### config.mk
export PLATFORM = sky130hd
export DESIGN_NAME = hsd_ctrl
export DESIGN_NICKNAME = d
export VERILOG_FILES = /design/src/rtl/hsd_pkg.sv /design/src/rtl/hsd_ctrl.sv
export SDC_FILE = /design/constraint.sdc
export NUM_CORES = 1
export LEC_CHECK = 0
export BUFFER_PORTS_ARGS = -buffer_cell sky130_fd_sc_hd__buf_2
export CAP_MARGIN = 30
export CORE_AREA = 2 2 39 41
export CTS_CLUSTER_SIZE = 8
export DETAILED_ROUTE_END_ITERATION = 7
export DIE_AREA = 0 0 41 43
export PLACE_DENSITY = 0.6
export SYNTH_ARGS = -nofsm -noshare
export SYNTH_HDL_FRONTEND = slang
export SYNTH_SLANG_ARGS = --single-unit
### constraint.sdc
create_clock -name i_clk -period 2.1 [get_ports i_clk]
set_input_delay 0.315 -clock i_clk [delete_from_list [all_inputs] [get_ports i_clk]]
set_output_delay 0.315 -clock i_clk [all_outputs]
set_load 0.1 [all_outputs]
### src/rtl/hsd_pkg.sv
// Huffman stream decoder: shared constants, state encoding and the
// control/status structs between the controller and the datapath.
// No dependencies.
package hsd_pkg;

    localparam int SYM_CNT = 256;
    localparam int SYM_AW  = $clog2(SYM_CNT);
    localparam int MAX_LEN = 31;
    localparam int LEN_W   = 5;
    localparam int VAL_W   = 31;
    localparam int SYM_W   = 8;
    localparam int BYTE_W  = 8;
    localparam int CNT_W   = 32;
    localparam int IN_DW   = 56;
    localparam int ENT_W   = LEN_W + VAL_W;

    localparam logic [1:0] OP_CLEAR = 2'd0;
    localparam logic [1:0] OP_LOAD  = 2'd1;
    localparam logic [1:0] OP_START = 2'd2;
    localparam logic [1:0] OP_BYTE  = 2'd3;

    typedef enum logic [5:0] {
        S_IDLE  = 6'b000001,
        S_SHIFT = 6'b000010,
        S_SCAN  = 6'b000100,
        S_EMIT  = 6'b001000,
        S_NEXT  = 6'b010000,
        S_DONE  = 6'b100000
    } t_state;

    typedef struct packed {
        logic accept;
        logic shift;
        logic scan;
        logic take;
        logic emit;
        logic next_bit;
        logic flush;
    } t_cmd;

    typedef struct packed {
        logic go_decode;
        logic decided;
        logic result;
        logic out_free;
        logic p_valid;
        logic byte_done;
    } t_status;

endpackage

### src/rtl/hsd_ctrl.sv
// Huffman stream decoder controller: sequences accept, bit shift, table scan
// and result hand-off. Depends on hsd_pkg.
module hsd_ctrl (
    input  logic             i_clk,
    input  logic             i_rst_n,
    input  logic             i_in_valid,
    output logic             o_in_ready,
    input  hsd_pkg::t_status i_st,
    output hsd_pkg::t_cmd    o_cmd
);

    hsd_pkg::t_state r_state;
    hsd_pkg::t_state n_state;

    always_ff @(posedge i_clk) begin
        if (!i_rst_n) begin
            r_state <= hsd_pkg::S_IDLE;
        end else begin
            r_state <= n_state;
        end
    end

    always_comb begin
        n_state    = r_state;
        o_cmd      = '0;
        o_in_ready = 1'b0;
        case (r_state)
            hsd_pkg::S_IDLE: begin
                o_in_ready = 1'b1;
                if (i_in_valid) begin
                    o_cmd.accept = 1'b1;
                    if (i_st.go_decode) begin
                        n_state = hsd_pkg::S_SHIFT;
                    end
                end
            end
            hsd_pkg::S_SHIFT: begin
                o_cmd.shift = 1'b1;
                n_state     = hsd_pkg::S_SCAN;
            end
            hsd_pkg::S_SCAN: begin
                if (i_st.decided) begin
                    o_cmd.take = 1'b1;
                    n_state    = i_st.result ? hsd_pkg::S_EMIT : hsd_pkg::S_NEXT;
                end else begin
                    o_cmd.scan = 1'b1;
                end
            end
            hsd_pkg::S_EMIT: begin
                if (!i_st.p_valid || i_st.out_free) begin
                    o_cmd.emit = 1'b1;
                    n_state    = hsd_pkg::S_NEXT;
                end
            end
            hsd_pkg::S_NEXT: begin
                if (i_st.byte_done) begin
                    n_state = hsd_pkg::S_DONE;
                end else begin
                    o_cmd.next_bit = 1'b1;
                    n_state        = hsd_pkg::S_SHIFT;
                end
            end
            hsd_pkg::S_DONE: begin
                if (!i_st.p_valid) begin
                    n_state = hsd_pkg::S_IDLE;
                end else if (i_st.out_free) begin
                    o_cmd.flush = 1'b1;
                    n_state     = hsd_pkg::S_IDLE;
                end
            end
            default: begin
                n_state = hsd_pkg::S_IDLE;
            end
        endcase
    end

endmodule

Yosys cells after proc, flatten, opt, wreduce, memory -nomap -nowiden
Cells that the tools add are included.

cells by class
  eq/ne operators = 11
  muxes and demuxes = 23
  reduce and logical (&&, ||, !) cells = 3

operator list
  kind                count
  $mux 6              7
  $pmux 6 s6          1
  $mux 1              13
  $ne 2x2->1 const B  4
  $eq 6x1->1 const B  1
  $eq 6x2->1 const B  1
  $eq 6x3->1 const B  1
  $eq 6x4->1 const B  1
  $eq 6x5->1 const B  1
  $eq 6x6->1 const B  1
  $mux 5              1
  $reduce_and 5->1    1
  $ne 3x3->1 const B  1
  $mux 2              1
  $logic_not 1->1     1
  $logic_or 1x1->1    1

storage, ports and cells
  flip-flop bits (word level) = 6
  input bits = 9
  word-level logic and storage cells = 38

Logic depth before layout (Yosys ltp)
Gate-level depths: netlist of the first run.

  depth after elaboration = 4
  mapped depth = 6
  depth with buffers taken out = 5

Worst setup path before layout of the first run
No wires, ideal clock.

  path type = register to output
  start point = register r_state[1]
  end point = output o_cmd[0] in the netlist's numbering
  arrival = 3.898 ns
  required time = 1.785 ns
  slack = -2.113 ns
  stages on the path, launching flop included = 4
  buffers on the path = 1
  path through = dfxtp_1 -> clkbuf_1 -> nor4_1 -> nor4b_1

RTL lines
  element                 RTL line        RTL
  start, declared         hsd_ctrl.sv:12  hsd_pkg::t_state r_state;
  start signal, assigned  hsd_ctrl.sv:17  r_state <= hsd_pkg::S_IDLE;
  start signal, assigned  hsd_ctrl.sv:19  r_state <= n_state;
  end, declared           hsd_ctrl.sv:9   output hsd_pkg::t_cmd o_cmd

==> flow_summary.yaml, run 1 <==
grt:
  grt_start_max_net_pins: 10
  grt_pass1_wl_um: 2240
  gr-usage-met3_pct: 7.85
  overflow: 0
  use_met1_pct: 24.8
  grt_busiest_layer: "met2"
  use_met2_pct: 26.3
  grt_usage_pct: 19.5
  grt_antenna_before_repair: 0
  grt_pass1_vias: 503
placed_design:
  dp.final_hpwl_um: 1060
  place_congestion: 0.855
  dp.cells: 94
  port_buffers: 16
worst_setup_path:
  start_kind: "flop"
  crit_fanout: 7
  slowest_delay_ns: 0.46
  cp-end-kind: "output port"
  crit_chain: "buf_4 > nor4_1 > nor4b_4 > buf_12"
  cp.arrival_ns: 1.76
  cp.required_ns: 1.78
  worstSetupPathType: "reg -> out"
  cpMaxStageDelayCell: "nor4_1"
cells_and_area:
  largest_reg_flops: 6
  drive_gt1_share_pct: 45.9
  fin_util_pct: 56.9
  area_growth_pct: 62.1
  nFillCells: 123
  largestRegisters: "r_state (6)"
  multi_input_comb_area_um2: 370
  n_antenna_cell: 0
  instances_no_fill: 101
  top_register: "r_state"
  seqCellArea_um2: 128
  final_nets: 96
die:
  fp.coreArea_um2: 1380
  fp.dieH_um: 43
  initial_core_util_pct: 35.1
  rows: 14
  dieArea_um2: 1760
  die_w_um: 41
  io_pins: 17
sta:
  whs_ns: 0.348
  worstMarginPinSlew_ns: 0.471
  max_freq_mhz: 482
  maxSlewHeadroom_pct: 68.3
  finalSetupViolations: 0
  clock_skew_ns: 0.00513
  fin_crit_sh_pct: 98.8
  hold_viol_final: 0
  finalCriticalPeriod_ns: 2.08
  final_max_slew_viol_count: 0
hold_path:
  hold_class: "in -> reg"
power_and_ir_drop:
  seqPwrFrac_pct: 19.4
  p_comb_share_pct: 68.1
  p_sw_share_pct: 50.6
  p_per_area_nw_per_um2: 1130
  clkPwrFrac_pct: 12.5
  vdd_drop_max_v: 0.000729
  net-switching-power_mw: 0.449
  p_leak_nw: 0.347
  p_int_mw: 0.439
detailed_routing:
  wire_per_inst_um: 14.3
  firstDrtPassIters: 4
  drc: 0
  viasPerCell: 5.73
  via_count: 579
  wirelength_um: 1450
  drt_iter0_drc: 12
  drt.antenna.violating_nets: 0
logic_synthesis:
  synth.net_count: 71
  ys_seq_elements: 6
  syn_area_per_cell_um2: 7.83
  synth_cell_type_count: 29
  netlist_area_um2: 485
  yosys_warnings: 0
  synthCells: 62
  ys_seq_area_share_pct: 24.7
clocking:
  clkSinkCount: 6
  cts_buffer_depth: 2
  ctsRootBufferMaster: "clkbuf_4"
  clk_latency_ns: 0.25
  htree_levels: 1
  clkSlewWorstSetupHoldPaths_ns: 0.05
  cts_tree: "done"
  cts_buffers: 3
job:
  drv_cap: 0
outcome:
  status: "finished, final reports clean"
kinds of logic after synthesis:
kind of cell	count (synthesis)	share of synthesized area, %
and+or+nand+nor	33	42.8
AOI/OAI and AO/OA	13	21.6
buffers and inverters	8	7.22
DFF	6	24.7
xor gates and xnor gates	2	3.61
power by group through the flow:
stage | clock, mW | combinational, mW | sequential (mW)
finish | 0.111 | 0.604 | 0.172
global route | 0.125 | 0.634 | 0.176
CTS | 0.112 | 0.579 | 0.178
detailed placement | 0 | 0.574 | 0.176
global placement | 0 | 0.578 | 0.174
floorplan | 0 | 0.405 | 0.153
placed cells by master (no fill, tap or decap):
cell type  Yosys  final
dfxtp_1        6      4
a21oi_1        2      2
nand2_1        2      2
xor2_1         2      2
nand3_1        2      2
nand2b_1       2      2
nor2b_1        2      2
nor3_1         4      2
nor2_2         0      1
o31ai_1        3      3
nor4b_4        0      1
o211a_1        1      1
or3_4          1      1
and2_1         2      2
buf_12         0      6
nand4_1        2      2
a41oi_2        1      1
and4b_1        2      2
nor4_1         1      1
nor3_2         1      1
inv_1          4      4
and3_1         2      2
buf_2          0     10
clkinv_4       1      1
a311oi_2       1      1
o21ai_0        3      3
buf_4          0      7
or4_4          1      1
nor3_4         0      2
and2b_2        1      1
a32oi_1        1      1
nor4b_1        2      1
nor2_1         6      5
a211oi_1       1      1
clkbuf_4       0      3
dfxtp_4        0      2
through the flow:
| step | area [um^2] | power, mW | TNS, ns | setup WS, ns |
|---|---|---|---|---|
| after floorplan | 526 | 0.558 | -0.0817 | -0.0817 |
| after global placement | 727 | 0.752 | 0 | 0.229 |
| after detailed placement | 727 | 0.750 | 0 | 0.206 |
| after CTS | 777 | 0.869 | 0 | 0.0104 |
| after global routing | 787 | 0.935 | -0.0392 | -0.0392 |
| final | 787 | 0.888 | 0 | 0.0244 |
metal layers:
| metal | vias up | wire length (um) |
|---|---|---|
| met5 | - | 0 |
| met4 | 0 | 60 |
| met3 | 9 | 114 |
| met2 | 32 | 677 |
| met1 | 259 | 597 |
| li1 | 279 | - |
cell type report:
type                            instances  share of cell area [%]
Multi-Input combinational cell         48                    47.1
Timing Repair Buffer                   23                    28.3
Clock buffer                            3                    2.86
Inverter                                5                    3.02
Sequential cell                         6                    16.2
Tap cell                               16                    2.54
timing repair:
| action | 4_1_cts | 5_1_grt |
|---|---|---|
| gates resized for setup | 3 | 1 |
| hold buffers | 0 | 0 |
| setup buffers | 3 | 1 |
| setup endpoints to repair | 1 | 1 |
| pin swaps | 1 | 2 |
synthesized netlist by cell type:
cell type / n / area share (%)
nand4_1: 2 / 2.6
or4_4: 1 / 2.3
nand2b_1: 2 / 2.6
and4b_1: 2 / 4.1
and3_1: 2 / 2.6
a21oi_1: 2 / 2.1
nor3_1: 4 / 4.1
nor2b_1: 2 / 2.6
nor2_1: 6 / 4.6
xor2_1: 2 / 3.6
a41oi_2: 1 / 3.4
clkinv_4: 1 / 1.8
or3_4: 1 / 2.3
nand2_1: 2 / 1.5
nand3_1: 2 / 2.1
o211a_1: 1 / 2.1
o31ai_1: 3 / 4.6
dfxtp_1: 6 / 25
nor4b_1: 2 / 3.6
o21ai_0: 3 / 3.1
nor4_1: 1 / 1.3
a211oi_1: 1 / 1.5
and2_1: 2 / 2.6
and2b_2: 1 / 1.8
clkbuf_1: 3 / 2.3
nor3_2: 1 / 2.1
a311oi_2: 1 / 3.1
a32oi_1: 1 / 1.8
inv_1: 4 / 3.1
final timing paths:
path	end	slack [ns]	from	cells after the start
worst max register to register	r_state[4]	0.27	r_state[5]	6
worst min-delay path	r_state[1]	0.35	i_rst_n	2
worst max-delay path	o_cmd[0]	0.02	r_state[4]	4
worst min register to register	r_state[0]	0.57	r_state[0]	2
critical path, delay by kind of cell, from the launching register on:
kind / cells / cell delay, ns
DFF: 1 / 0.34
buffers and inverters: 2 / 0.36
and+or+nand+nor: 2 / 0.80
No activity file was read; power rests on OpenSTA's default activity.
==> inputs of run 2 (changes only) <==
--- a/config.mk
+++ b/config.mk
@@ -7,11 +7,11 @@
 export LEC_CHECK = 0
 export BUFFER_PORTS_ARGS = -buffer_cell sky130_fd_sc_hd__buf_2
 export CAP_MARGIN = 30
-export CORE_AREA = 2 2 39 41
+export CORE_AREA = 3 3 40 42
 export CTS_CLUSTER_SIZE = 8
 export DETAILED_ROUTE_END_ITERATION = 7
-export DIE_AREA = 0 0 41 43
-export PLACE_DENSITY = 0.6
+export DIE_AREA = 0 0 43 45
+export PLACE_DENSITY = 0.7
 export SYNTH_ARGS = -nofsm -noshare
 export SYNTH_HDL_FRONTEND = slang
 export SYNTH_SLANG_ARGS = --single-unit
==> run 2 against run 1 <==
  * Register-to-register slack barely moved
  * Cell count fell by 0.99%
  * Clock-buffer cell count did not move
==> flow_summary.yaml, run 2 (synthesis gave the netlist of run 1 again) <==
cells_and_area:
  nFillCells: 110
  area_growth_pct: 63.4
  final_cell_mix: "buf_2, buf_4, buf_12"
  seqCellArea_um2: 129
  drive_gt1_share_pct: 48.2
  instances_no_fill: 100
  multi_input_comb_area_um2: 377
  largest_reg_flops: 6
  top_register: "r_state"
  final_nets: 96
  largestRegisters: "r_state (6)"
  mostFrequentLayoutCell: "buf_2"
  n_antenna_cell: 0
detailed_routing:
  drc: 0
  drt_iter0_drc: 9
  wirelength_um: 1500
  via_count: 590
  wire_per_inst_um: 15.0
  drt.antenna.violating_nets: 0
  viasPerCell: 5.90
  firstDrtPassIters: 4
placed_design:
  port_buffers: 16
  dp.final_hpwl_um: 1050
  place_congestion: 0.818
  dp.cells: 92
sta:
  worstMarginPinSlew_ns: 0.506
  finalSetupViolations: 0
  rsz0062_at_grt: "false"
  hold_viol_final: 0
  max_freq_mhz: 485
  whs_ns: 0.329
  fin_crit_sh_pct: 98.2
  maxSlewHeadroom_pct: 65.8
  clock_skew_ns: 0.00152
  finalCriticalPeriod_ns: 2.06
  final_max_slew_viol_count: 0
worst_setup_path:
  cpMaxStageDelayCell: "or4_4"
  cp.depth: 4
  cp.required_ns: 1.78
  start_kind: "flop"
  cp_num_buf_inv: 2
  cp-end-kind: "output port"
  slowest_delay_ns: 0.52
  crit_family: "simple AND/OR/NAND/NOR gates"
  rr_worst_depth: 5
  cp.arrival_ns: 1.75
  crit_chain: "or4_4 > or3_4 > clkinv_4 > buf_12"
  crit_fanout: 2
  rrSetupSlack_ns: 0.26
  reg2reg_from: "r_state[4]"
  r2r_end: "r_state[0]"
  worstSetupPathType: "reg -> out"
grt:
  grt_usage_pct: 17.2
  grt_pass1_vias: 544
  overflow: 0
  grt_antenna_before_repair: 0
  grt_pass1_wl_um: 2440
  grt_start_max_net_pins: 10
die:
  die_w_um: 43
  initial_core_util_pct: 37.8
  io_pins: 17
  fp.coreArea_um2: 1280
  fp.dieH_um: 45
  dieArea_um2: 1940
  rows: 13
hold_path:
  hold_end: "r_state[1]"
  min_from: "i_rst_n"
  min_path_cells: 2
  hold_class: "in -> reg"
power_and_ir_drop:
  p_per_area_nw_per_um2: 1110
  p_sw_share_pct: 52.2
  net-switching-power_mw: 0.460
  p_comb_share_pct: 66.7
  p_int_mw: 0.420
  seqPwrFrac_pct: 19.7
  p_leak_nw: 0.350
  vdd_drop_max_v: 0.000668
  clkPwrFrac_pct: 13.6
clocking:
  cts_buffers: 3
  clk_latency_ns: 0.26
  cts_buffer_depth: 2
  htree_levels: 1
  ctsRootBufferMaster: "clkbuf_4"
  clkSinkCount: 6
  clkSlewWorstSetupHoldPaths_ns: 0.05
  cts_tree: "done"
outcome:
  status: "finished, final reports clean"
job:
  drv_cap: 0
## run 2: final cells by class
type                            instances  area share, %
Multi-Input combinational cell         48           47.5
Timing Repair Buffer                   23           28.1
Tap cell                               15           2.37
Clock buffer                            3           2.84
Sequential cell                         6           16.2
Inverter                                5           3.00
## run 2: per-layer routing
metal	routed length (um)	up-vias	track usage, %
met1	590	272	19.9
met4	37	0	9.64
met5	0	-	0
li1	-	279	-
met3	137	4	5.18
met2	737	35	28.4
## run 2: stage by stage
step	TNS, ns	total power [mW]	area (um^2)	setup slack, ns	util, %
final	0	0.880	793	0.0381	61.7
after global routing	0	0.926	793	0.00761	61.7
after CTS	0	0.865	768	0.00679	59.8
after detailed placement	0	0.746	718	0.220	55.9
after global placement	0	0.744	718	0.238	55.9
after floorplan	-0.0817	0.558	526	-0.0817	-
## run 2: what timing repair did
action | in CTS | in global routing
gates resized for setup | 3 | 3
pin swaps | 1 | 1
setup endpoints to repair | 1 | 2
hold buffers | 0 | 0
buffers inserted | 3 | 2
## run 2: how the worst max path moves through the flow
stage                    start        to  slack (ns)
floorplan           r_state[1]  o_cmd[0]       -0.08
global placement    r_state[4]  o_cmd[4]        0.24
detailed placement  r_state[4]  o_cmd[4]        0.22
CTS                 r_state[5]  o_cmd[4]       0.007
global route        r_state[1]  o_cmd[4]       0.008
finish              r_state[4]  o_cmd[4]        0.04
## run 2: power groups by stage
stage	registers (mW)	logic, mW	clock network, mW
4_1_cts	0.168	0.578	0.119
5_1_grt	0.180	0.618	0.129
2_1_floorplan	0.153	0.405	0
3_5_place_dp	0.172	0.575	0
3_3_place_gp	0.170	0.574	0
6_report	0.174	0.587	0.119
==> inputs of run 3 (changes only) <==
==> constraint.sdc (replaced) <==
create_clock -name i_clk -period 1.92 [get_ports i_clk]
set_input_delay 0.288 -clock i_clk [delete_from_list [all_inputs] [get_ports i_clk]]
set_output_delay 0.288 -clock i_clk [all_outputs]
set_load 0.1 [all_outputs]
==> run 3 against run 2 <==
  * The run now ends with setup timing left
  * Clock power fell by 3%
  * Clock skew increased by 0.0011 ns
  * Sequential share of layout area shrank 1.0 points
  * Combinational power rose by 24%
  * Critical path type unchanged
  * Critical endpoint unchanged
  * Highest routed layer unchanged
==> flow_summary.yaml, run 3 (synthesis gave the netlist of run 1 again) <==
worst_setup_path:
  cp.required_ns: 1.63
  cpMaxStageDelayCell: "or4_4"
  slowest_delay_ns: 0.51
  cp_num_buf_inv: 2
  cp.arrival_ns: 1.71
  crit_family: "simple AND/OR/NAND/NOR gates"
  crit_chain: "or4_4 > or3_4 > clkinv_4 > buf_12"
  start_kind: "flop"
  worstSetupPathType: "reg -> out"
  cp-end-kind: "output port"
  crit_fanout: 2
grt:
  grt_antenna_before_repair: 0
  overflow: 0
  grt_start_max_net_pins: 10
  grt_pass1_wl_um: 2540
  grt_usage_pct: 18.0
  grt_pass1_vias: 556
die:
  dieArea_um2: 1940
  fp.coreArea_um2: 1280
  fp.dieH_um: 45
  initial_core_util_pct: 37.8
  io_pins: 17
  die_w_um: 43
  rows: 13
clocking:
  cts_buffer_depth: 2
  cts_buffers: 3
  ctsRootBufferMaster: "clkbuf_4"
  clk_latency_ns: 0.24
  htree_levels: 1
  clkSinkCount: 6
  clkSlewWorstSetupHoldPaths_ns: 0.04
  cts_tree: "done"
power_and_ir_drop:
  p_per_area_nw_per_um2: 1220
  p_leak_nw: 0.358
  vdd_drop_max_v: 0.000697
  finalPower_mw: 1.01
sta:
  hold_viol_final: 0
  final_max_slew_viol_count: 0
  max_freq_mhz: 500
  finalCriticalPeriod_ns: 2.00
  fin_ws_ns: -0.0795
  clock_skew_ns: 0.00264
  finalSetupViolations: 2
  maxSlewHeadroom_pct: 71.2
  rsz0062_at_grt: "true"
  fin_crit_sh_pct: 104
  worstMarginPinSlew_ns: 0.431
detailed_routing:
  drc: 0
  firstDrtPassIters: 4
  drt.antenna.violating_nets: 0
  wirelength_um: 1500
  drt_iter0_drc: 9
  viasPerCell: 5.57
  via_count: 557
  wire_per_inst_um: 15.0
cells_and_area:
  instances_no_fill: 100
  fin_util_pct: 64.6
  largestRegisters: "r_state (6)"
  final_cell_mix: "buf_2, buf_12, buf_4"
  finalInstanceArea_um2: 830
  largest_reg_flops: 6
  area_growth_pct: 70.9
  final_nets: 96
  top_register: "r_state"
  nFillCells: 110
  drive_gt1_share_pct: 51.8
  n_antenna_cell: 0
  mostFrequentLayoutCell: "buf_2"
job:
  drv_cap: 0
placed_design:
  dp_slack_ns: 0.112
  port_buffers: 16
  dp.final_hpwl_um: 1100
  place_area_um2: 753
  place_congestion: 0.888
  dp.cells: 94
hold_path:
  hold_class: "in -> reg"
outcome:
  status: "finished with violations"
  failed_checks: "setup timing"
[run 3: cell types whose count changed in the layout (fill, tap and decap cells not counted), sizes merged]
cell	delta
clkbuf	+1
buf	-1
[run 3: what timing repair did]
item / CTS / global route
pin swaps: 1 / 2
gates cloned: 0 / 0
endpoints found under the setup margin: 6 / 6
gates resized for setup: 3 / 4
hold buffers: 0 / 0
buffers inserted: 3 / 0
[run 3: report_power, final]
part	leakage [nW]	switching (mW)	internal (mW)	total (mW)
Sequential	0.0505	0.0187	0.147	0.165
Combinational	0.293	0.439	0.290	0.729
Clock	0.0138	0.0445	0.0706	0.115
[run 3: worst paths after layout]
kind	cells after the start	endpoint	from	slack, ns
max reg2reg	5	r_state[0]	r_state[5]	0.07
min reg2reg	2	r_state[3]	r_state[3]	0.67
min	2	r_state[1]	i_rst_n	0.32
max	4	o_cmd[4]	r_state[5]	-0.08
[run 3: final cells by class]
type	instances	area [um^2]	area share (%)
flip-flops and latches	6	126	15.2
clock buffers	3	22.5	2.71
inverters	5	23.8	2.87
well taps	15	18.8	2.26
multi-input cells	48	394	47.5
repair buffers	23	244	29.4
[run 3: per-layer routing]
layer  vias up  wire, um  global-route usage, %
met3         7       105                   7.17
li1        281         -                      -
met5         -         0                      0
met1       246       650                   20.7
met4         0        44                   4.22
met2        23       697                   31.4
[run 3: metrics by stage]
stage | setup TNS, ns | hold WS, ns
5_1_grt | -0.222 | 0.327
3_3_place_gp | 0 | 0.521
4_1_cts | -0.120 | 0.327
2_1_floorplan | -0.341 | 0.421
3_5_place_dp | 0 | 0.516
6_report | -0.0982 | 0.318
[run 3: worst register-to-register path, cell delays in order, from the launching register on]
cell	delay, ns
dfxtp_4	0.33
or4_4	0.51
or3_4	0.40
buf_4	0.15
a311oi_2	0.26
a41oi_2	0.06
